`src/rtl/swm_pkg.sv`:
```
package swm_pkg;

  localparam int unsigned PATTERN_MAX = 12;
  localparam int unsigned STEM_MAX    = 8;
  localparam int unsigned SUFFIX_MAX  = 3;

  localparam int unsigned NCELL     = PATTERN_MAX + 1;
  localparam int unsigned PAT_LEN_W = 4;
  localparam int unsigned STEM_W    = $clog2(STEM_MAX + 1);
  localparam int unsigned SUFFIX_W  = $clog2(SUFFIX_MAX + 1);
  localparam int unsigned DOTS_W    = 2;
  localparam int unsigned CFG_IDX_W = 2;
  localparam int unsigned CFG_DATA_W = 64;

  localparam logic [7:0] CH_STAR  = 8'h2A;
  localparam logic [7:0] CH_QUEST = 8'h3F;
  localparam logic [7:0] CH_DOT   = 8'h2E;

  localparam logic [CFG_IDX_W-1:0] REG_PAT_LOW  = 2'd0;
  localparam logic [CFG_IDX_W-1:0] REG_PAT_HIGH = 2'd1;
  localparam logic [CFG_IDX_W-1:0] REG_PAT_LEN  = 2'd2;

  localparam logic [DOTS_W-1:0] DOTS_NONE = 2'd0;
  localparam logic [DOTS_W-1:0] DOTS_ONE  = 2'd1;
  localparam logic [DOTS_W-1:0] DOTS_TWO  = 2'd2;
  localparam logic [DOTS_W-1:0] DOTS_DONE = 2'd3;

  typedef struct packed {
    logic [7:0] name_byte;
    logic       last_byte;
  } swm_in_t;

  typedef struct packed {
    logic is_match;
    logic name_fits;
  } swm_out_t;

  // Signals handed from one pattern-position cell to the next.
  typedef struct packed {
    logic en;
    logic cur_star;
    logic adv;
    logic fin_star;
    logic emp_star;
  } swm_link_t;

endpackage

```
`src/rtl/swm_cell.sv`:
```
module swm_cell import swm_pkg::*; (
  input  logic      clk_i,
  input  logic      rst_ni,
  input  logic      step_i,
  input  logic      fresh_i,
  input  logic      init_i,
  input  logic      en_i,
  input  logic [7:0] pat_byte_i,
  input  logic [7:0] name_byte_i,
  input  swm_link_t link_i,
  output swm_link_t link_o,
  output logic      match_o,
  output logic      empty_o
);

  logic act_q, act_d;
  logic act, cur, nxt, fin, emp, star, hit, at_end;

  assign star   = (pat_byte_i == CH_STAR);
  assign hit    = (pat_byte_i == CH_QUEST) || (pat_byte_i == name_byte_i);
  assign act    = fresh_i ? init_i : act_q;
  assign cur    = act | link_i.cur_star;
  assign nxt    = (en_i & cur & star) | link_i.adv;
  assign fin    = nxt | link_i.fin_star;
  assign emp    = init_i | link_i.emp_star;
  assign at_end = link_i.en & ~en_i;

  assign link_o.en       = en_i;
  assign link_o.cur_star = en_i & cur & star;
  assign link_o.adv      = en_i & cur & ~star & hit;
  assign link_o.fin_star = en_i & fin & star;
  assign link_o.emp_star = en_i & emp & star;

  assign match_o = at_end & fin;
  assign empty_o = at_end & emp;

  assign act_d = step_i ? nxt : act;

  always_ff @(posedge clk_i or negedge rst_ni) begin
    if (!rst_ni) begin
      act_q <= 1'b0;
    end else begin
      act_q <= act_d;
    end
  end

endmodule

```
`src/rtl/swm_form.sv`:
```
module swm_form import swm_pkg::*; (
  input  logic       clk_i,
  input  logic       rst_ni,
  input  logic       step_i,
  input  logic       last_i,
  input  logic [7:0] name_byte_i,
  output logic       fits_o
);

  logic [STEM_W-1:0]   stem_q, stem_d;
  logic [SUFFIX_W-1:0] suffix_q, suffix_d;
  logic                in_suffix_q, in_suffix_d;
  logic                broken_q, broken_d;
  logic [DOTS_W-1:0]   dots_q, dots_d;
  logic                is_dot;

  assign is_dot = (name_byte_i == CH_DOT);

  always_comb begin
    stem_d      = stem_q;
    suffix_d    = suffix_q;
    in_suffix_d = in_suffix_q;
    broken_d    = broken_q;
    if (is_dot && dots_q != DOTS_DONE) begin
      dots_d = dots_q + DOTS_W'(1);
    end else begin
      dots_d = DOTS_DONE;
    end
    if (!broken_q) begin
      if (dots_q == DOTS_NONE && is_dot) begin
        broken_d = 1'b1;
      end else if (!in_suffix_q) begin
        if (is_dot) begin
          in_suffix_d = 1'b1;
        end else if (stem_q >= STEM_W'(STEM_MAX)) begin
          broken_d = 1'b1;
        end else begin
          stem_d = stem_q + STEM_W'(1);
        end
      end else begin
        if (suffix_q >= SUFFIX_W'(SUFFIX_MAX)) begin
          broken_d = 1'b1;
        end else begin
          suffix_d = suffix_q + SUFFIX_W'(1);
        end
      end
    end
  end

  assign fits_o = !broken_d || dots_d == DOTS_ONE || dots_d == DOTS_TWO;

  always_ff @(posedge clk_i or negedge rst_ni) begin
    if (!rst_ni) begin
      stem_q      <= '0;
      suffix_q    <= '0;
      in_suffix_q <= 1'b0;
      broken_q    <= 1'b0;
      dots_q      <= DOTS_NONE;
    end else if (step_i) begin
      if (last_i) begin
        stem_q      <= '0;
        suffix_q    <= '0;
        in_suffix_q <= 1'b0;
        broken_q    <= 1'b0;
        dots_q      <= DOTS_NONE;
      end else begin
        stem_q      <= stem_d;
        suffix_q    <= suffix_d;
        in_suffix_q <= in_suffix_d;
        broken_q    <= broken_d;
        dots_q      <= dots_d;
      end
    end
  end

endmodule

```
`src/rtl/short_name_wildcard_match.sv`:
```
// Short-name check and wildcard match over a stream of name bytes.
// Items enter on the in channel (valid/ready), one name byte per item, the
// final byte of a name flagged by last_byte. Only the final byte produces a
// result on the out channel (valid/ready): is_match and name_fits.
// The pattern is written through the cfg channel (valid/ready, always ready)
// by the user only while no name is in progress; the block does not enforce
// this. Index 0 holds pattern bytes 0 to 7, index 1 bytes 8 to 11, index 2 the
// pattern length. A row of thirteen cells, one per pattern position, holds the
// active position set; every cell updates in the same cycle, so one byte is
// taken per clock unless held off. The result is registered and appears in
// the cycle after the final byte is accepted. A new byte is accepted while
// the result register is empty or is being emptied in the same cycle, so a
// stalled receiver holds off the input only while a result is waiting.
// Reset clears the pattern registers, the name state and out_valid.
module short_name_wildcard_match import swm_pkg::*; (
  input  logic                  clk_i,
  input  logic                  rst_ni,
  input  logic                  in_valid_i,
  output logic                  in_ready_o,
  input  swm_in_t               in_data_i,
  output logic                  out_valid_o,
  input  logic                  out_ready_i,
  output swm_out_t              out_data_o,
  input  logic                  cfg_valid_i,
  output logic                  cfg_ready_o,
  input  logic [CFG_IDX_W-1:0]  cfg_index_i,
  input  logic [CFG_DATA_W-1:0] cfg_data_i
);

  logic [63:0]          pat_low_q;
  logic [31:0]          pat_high_q;
  logic [PAT_LEN_W-1:0] pat_len_q;
  logic [PAT_LEN_W-1:0] len_clip;
  logic [8*NCELL-1:0]   pat_all;
  logic [7:0]           pat_byte [NCELL];
  logic [NCELL-1:0]     en_raw, en;
  swm_link_t            link [NCELL+1];
  logic [NCELL-1:0]     match_vec, empty_vec;
  logic                 fresh_q;
  logic                 step, fits;
  logic                 out_valid_q;
  swm_out_t             out_data_q;

  assign cfg_ready_o = 1'b1;

  always_ff @(posedge clk_i or negedge rst_ni) begin
    if (!rst_ni) begin
      pat_low_q  <= '0;
      pat_high_q <= '0;
      pat_len_q  <= '0;
    end else if (cfg_valid_i) begin
      case (cfg_index_i)
        REG_PAT_LOW:  pat_low_q  <= cfg_data_i;
        REG_PAT_HIGH: pat_high_q <= cfg_data_i[31:0];
        REG_PAT_LEN:  pat_len_q  <= cfg_data_i[PAT_LEN_W-1:0];
        default: ;
      endcase
    end
  end

  assign len_clip = (pat_len_q > PAT_LEN_W'(PATTERN_MAX)) ? PAT_LEN_W'(PATTERN_MAX) : pat_len_q;
  assign pat_all  = {8'h00, pat_high_q, pat_low_q};

  always_comb begin
    for (int p = 0; p < NCELL; p++) begin
      pat_byte[p] = pat_all[8*p +: 8];
      en_raw[p]   = (PAT_LEN_W'(p) < len_clip) && (pat_byte[p] != 8'h00);
    end
    en[0] = en_raw[0];
    for (int p = 1; p < NCELL; p++) begin
      en[p] = en_raw[p] & en[p-1];
    end
  end

  assign in_ready_o = !out_valid_q || out_ready_i;
  assign step       = in_valid_i && in_ready_o;

  assign link[0] = '{en: 1'b1, cur_star: 1'b0, adv: 1'b0, fin_star: 1'b0, emp_star: 1'b0};

  for (genvar p = 0; p < NCELL; p++) begin : g_cell
    swm_cell u_cell (
      .clk_i       (clk_i),
      .rst_ni      (rst_ni),
      .step_i      (step),
      .fresh_i     (fresh_q),
      .init_i      (p == 0),
      .en_i        (en[p]),
      .pat_byte_i  (pat_byte[p]),
      .name_byte_i (in_data_i.name_byte),
      .link_i      (link[p]),
      .link_o      (link[p+1]),
      .match_o     (match_vec[p]),
      .empty_o     (empty_vec[p])
    );
  end

  swm_form u_form (
    .clk_i       (clk_i),
    .rst_ni      (rst_ni),
    .step_i      (step),
    .last_i      (in_data_i.last_byte),
    .name_byte_i (in_data_i.name_byte),
    .fits_o      (fits)
  );

  always_ff @(posedge clk_i or negedge rst_ni) begin
    if (!rst_ni) begin
      fresh_q <= 1'b1;
    end else if (step) begin
      fresh_q <= in_data_i.last_byte;
    end
  end

  always_ff @(posedge clk_i or negedge rst_ni) begin
    if (!rst_ni) begin
      out_valid_q <= 1'b0;
    end else if (step && in_data_i.last_byte) begin
      out_valid_q <= 1'b1;
    end else if (out_ready_i) begin
      out_valid_q <= 1'b0;
    end
  end

  always_ff @(posedge clk_i) begin
    if (step && in_data_i.last_byte) begin
      out_data_q.is_match  <= fits ? (|match_vec) : (|empty_vec);
      out_data_q.name_fits <= fits;
    end
  end

  assign out_valid_o = out_valid_q;
  assign out_data_o  = out_data_q;

endmodule

```
`config.mk`:
```
export PLATFORM = sky130hd
export DESIGN_NAME = short_name_wildcard_match
export DESIGN_NICKNAME = d
export VERILOG_FILES = /design/src/rtl/swm_pkg.sv /design/src/rtl/swm_cell.sv /design/src/rtl/swm_form.sv /design/src/rtl/short_name_wildcard_match.sv
export SDC_FILE = /design/constraint.sdc
export NUM_CORES = 1
export LEC_CHECK = 0
export BUFFER_PORTS_ARGS = -buffer_cell sky130_fd_sc_hd__buf_4
export CAP_MARGIN = 25
export CELL_PAD_IN_SITES_DETAIL_PLACEMENT = 0
export CELL_PAD_IN_SITES_GLOBAL_PLACEMENT = 2
export CORE_MARGIN = 3
export CORE_UTILIZATION = 39
export CTS_BUF_LIST = sky130_fd_sc_hd__clkbuf_8
export DETAILED_ROUTE_END_ITERATION = 10
export GPL_TIMING_DRIVEN = 0
export HOLD_SLACK_MARGIN = 0.08
export PLACE_DENSITY_LB_ADDON = 0.1
export SLEW_MARGIN = 40
export SYNTH_ARGS = -nofsm -noshare
export SYNTH_HDL_FRONTEND = slang
export SYNTH_SLANG_ARGS = --single-unit
```
`constraint.sdc`:
```
create_clock -name clk_i -period 4.2 [get_ports clk_i]
set_input_delay 0.42 -clock clk_i [delete_from_list [all_inputs] [get_ports clk_i]]
set_output_delay 0.42 -clock clk_i [all_outputs]
set_load 0.01 [all_outputs]
```
==> impl_metrics.toml <==
[critical_path]
endpoint_kind = "flop"
slowest_delay_ns = 0.60
worstSetupPathType = "reg -> reg"
required_ns = 4.40
cp_max_fo = 10
cp-start-kind = "flop"
path_cells = "or4_4 > or3_1 > and3_1 > buf_6 > and2_4 > a311oi_4 > o32a_1 > a22oi_1 > or4b_1 > a2111oi_4 > a21oi_2"
cp.arrival_ns = 4.29
slowest_stage = "or4_4"

[detailed_routing]
wl_met1_um = 10900
met2_length_um = 11300
vias = 6677
wirelength_um = 23800
remaining_drc_errors = 0
drtAntennaViolNets = 0
avgRoutedWirePerCell_um = 20.4
drt-vias-per-instance = 5.72
wl_met3_um = 1070
drt_iter0_drc = 545
top_layer = "met4"
drt_first_pass_iters = 5

[sta]
relSlewSlack_pct = 46.5
period_share_pct = 97.3
finalClockSkew_ns = 0.0115
tightest_slew_ns = 0.796
hold_viol = 0
max_freq_ghz = 0.245
period_needed_ns = 4.09
setup_tns_ns = 0
drv_slew = 0
rsz0062_at_grt = "no"
setup_viol = 0

[synthesis]
ys_warn_count = 0
postSynthNetCount = 876
syn-cell-area_um2 = 7770
ys_seq_area_share_pct = 40.7
ys_types = 74
syn_inst = 791
synth_seq_cells = 126
syn_area_per_cell_um2 = 9.83
synth-edff-count = 2
async_flop_share_pct = 98.4
ys.flop_type = "dfrtp_1"

[power]
power_uw = 3760
p_per_area_nw_per_um2 = 405
p_leak_uw = 0.00363
ir_worst_vdd_v = 0.000198

[finish]
diodes = 0
mostFrequentLayoutCell = "dfrtp_1"
final_area_um2 = 9270
stdcell_count = 1168
fin_nets = 975
syn2layout_area_growth_pct = 19.3
drive_gt1_share_pct = 27.1
final_cell_mix = "dfrtp_1 (123), mux2_2 (101), buf_4 (79), xnor2_1 (72), nand2_1 (61)"
fin_util_pct = 47.5

[clock_tree]
cts_tree = "built"
cts_made_buffers = 17
clk_pin_slew_ns = 0.09
clockBufferDepth = 2
worstSkewPairLatency_ns = 0.46
h-tree-depth = 4
ctsRootBufferMaster = "clkbuf_8"
cts.sinks = 126

[grt]
grt_pass1_vias = 6920
antenna_found_initial = 0
grt_pass1_wl_um = 38000
grt_use_total_pct = 22.5
grt_max_degree = 73
overflow = 0

[die]
die-area_um2 = 21700
fp.coreArea_um2 = 19500
start_util_pct = 39.8
dieHeight_um = 147
die_x_um = 147
pin_count = 85
row_count = 51

[placement]
gp_congestion = 0.839
placed_cells = 1134
dpl-instance-area_um2 = 8740
portBuffers = 77
dpl.hpwl_um = 18100

[job]
maxCapViolCount = 0

[min_path]
hold_path.class = "in -> reg"

[run_status]
status = "finished, final reports clean"
## through the flow
step                      hold slack [ns]  worst slack (ns)
after floorplan                     0.124             0.616
after global placement              0.490            -0.221
after detailed placement            0.361            -0.171
after CTS                           0.153            0.0918
after global routing                0.157            0.0164
final                               0.179             0.115
## registers in the layout, summed over array words and instances (netlist names)
| name | cells |
|---|---|
| u_form.suffix_q | 2 |
| out_data_o | 2 |
| u_form.dots_q | 2 |
| out_valid_o | 1 |
| pat_low_q | 64 |
| u_form.in_suffix_q | 1 |
| pat_high_q | 32 |
| u_form.stem_q | 4 |
| fresh_q | 1 |
| g_cell.u_cell.act_q | 12 |
| u_form.broken_q | 1 |
| pat_len_q | 4 |
## layer usage
metal	vias up	GRT usage [%]
li1	3092	-
met1	3347	29.8
met2	194	36.7
met3	44	4.60
met4	0	7.78
met5	-	0
## Yosys cell counts (all sizes together), types with 6 or more instances
cell | instances | area [um2]
o31ai | 7 | 52.6
or3 | 10 | 62.6
nand2 | 62 | 235
nor2 | 48 | 180
clkbuf | 26 | 97.6
nand3 | 25 | 130
nor3 | 34 | 175
a21oi | 19 | 95.1
mux2 | 101 | 1140
xor2 | 25 | 219
nor4 | 16 | 100
nand4 | 28 | 175
inv | 14 | 52.6
and2 | 7 | 46.3
nor2b | 9 | 56.3
dfrtp | 123 | 3080
o21ai | 34 | 170
nand2b | 6 | 37.5
xnor2 | 72 | 631
a31oi | 12 | 75.1
and3 | 14 | 87.6
buf | 12 | 56.3
## final cells by class
class                           count  area (um2)
Buffer                             37         163
Clock buffer                       17         234
Clock inverter                     15         163
Fill cell                        1896       10300
Inverter                           14        52.6
Multi-Input combinational cell    613        4530
Sequential cell                   126        3160
Tap cell                          265         332
Timing Repair Buffer               81         638
## final timing paths
path                            depth (start not counted)                endpoint               start  slack [ns]
worst max-delay path                                   11           out_data_o[1]        pat_low_q[2]        0.11
worst min-delay path                                    2           pat_low_q[34]      cfg_data_i[34]        0.18
worst max register to register                         11           out_data_o[1]        pat_low_q[2]        0.11
worst min register to register                          2      u_form.suffix_q[1]  u_form.suffix_q[1]        0.53
max in group asynchronous                               3  g_cell[3].u_cell.act_q              rst_ni        3.01
min in group asynchronous                               2           pat_low_q[46]              rst_ni        0.46
## timing repair
action | CTS | global route
hold buffers | 1 | 0
hold endpoints to repair | 52 | 0
buffers inserted | 0 | 2
endpoints found under the setup margin | 1 | 2
gates resized for setup | 4 | 14
pin swaps | 0 | 3
## cells by family (layout without fill, tap and decap cells)
group	Yosys count	after routing	synth area share [%]
XOR/XNOR	97	97	10.9
other	1	1	0.0482
flip-flops	126	126	40.7
multiplexers	102	102	14.8
AO/OA/AOI/OAI	129	129	11.3
adder cells (fa/ha/maj)	5	5	0.805
buffers and inverters	52	164	2.66
AND/OR/NAND/NOR	279	279	18.8
## where the power goes
part           leakage (uW)  internal (uW)  switching, uW
Sequential          0.00152           1420            270
Combinational       0.00192            470            485
Clock              0.000193            537            573
Total               0.00363           2430           1330
## worst max-delay path: cells and delay by family, from the launching register on
family | cells | cell delay [ns]
AOI/OAI and AO/OA | 5 | 1.30
DFF | 1 | 0.44
buffers and inverters | 1 | 0.14
and+or+nand+nor | 5 | 1.96
Power figures use the tool's default switching activity.
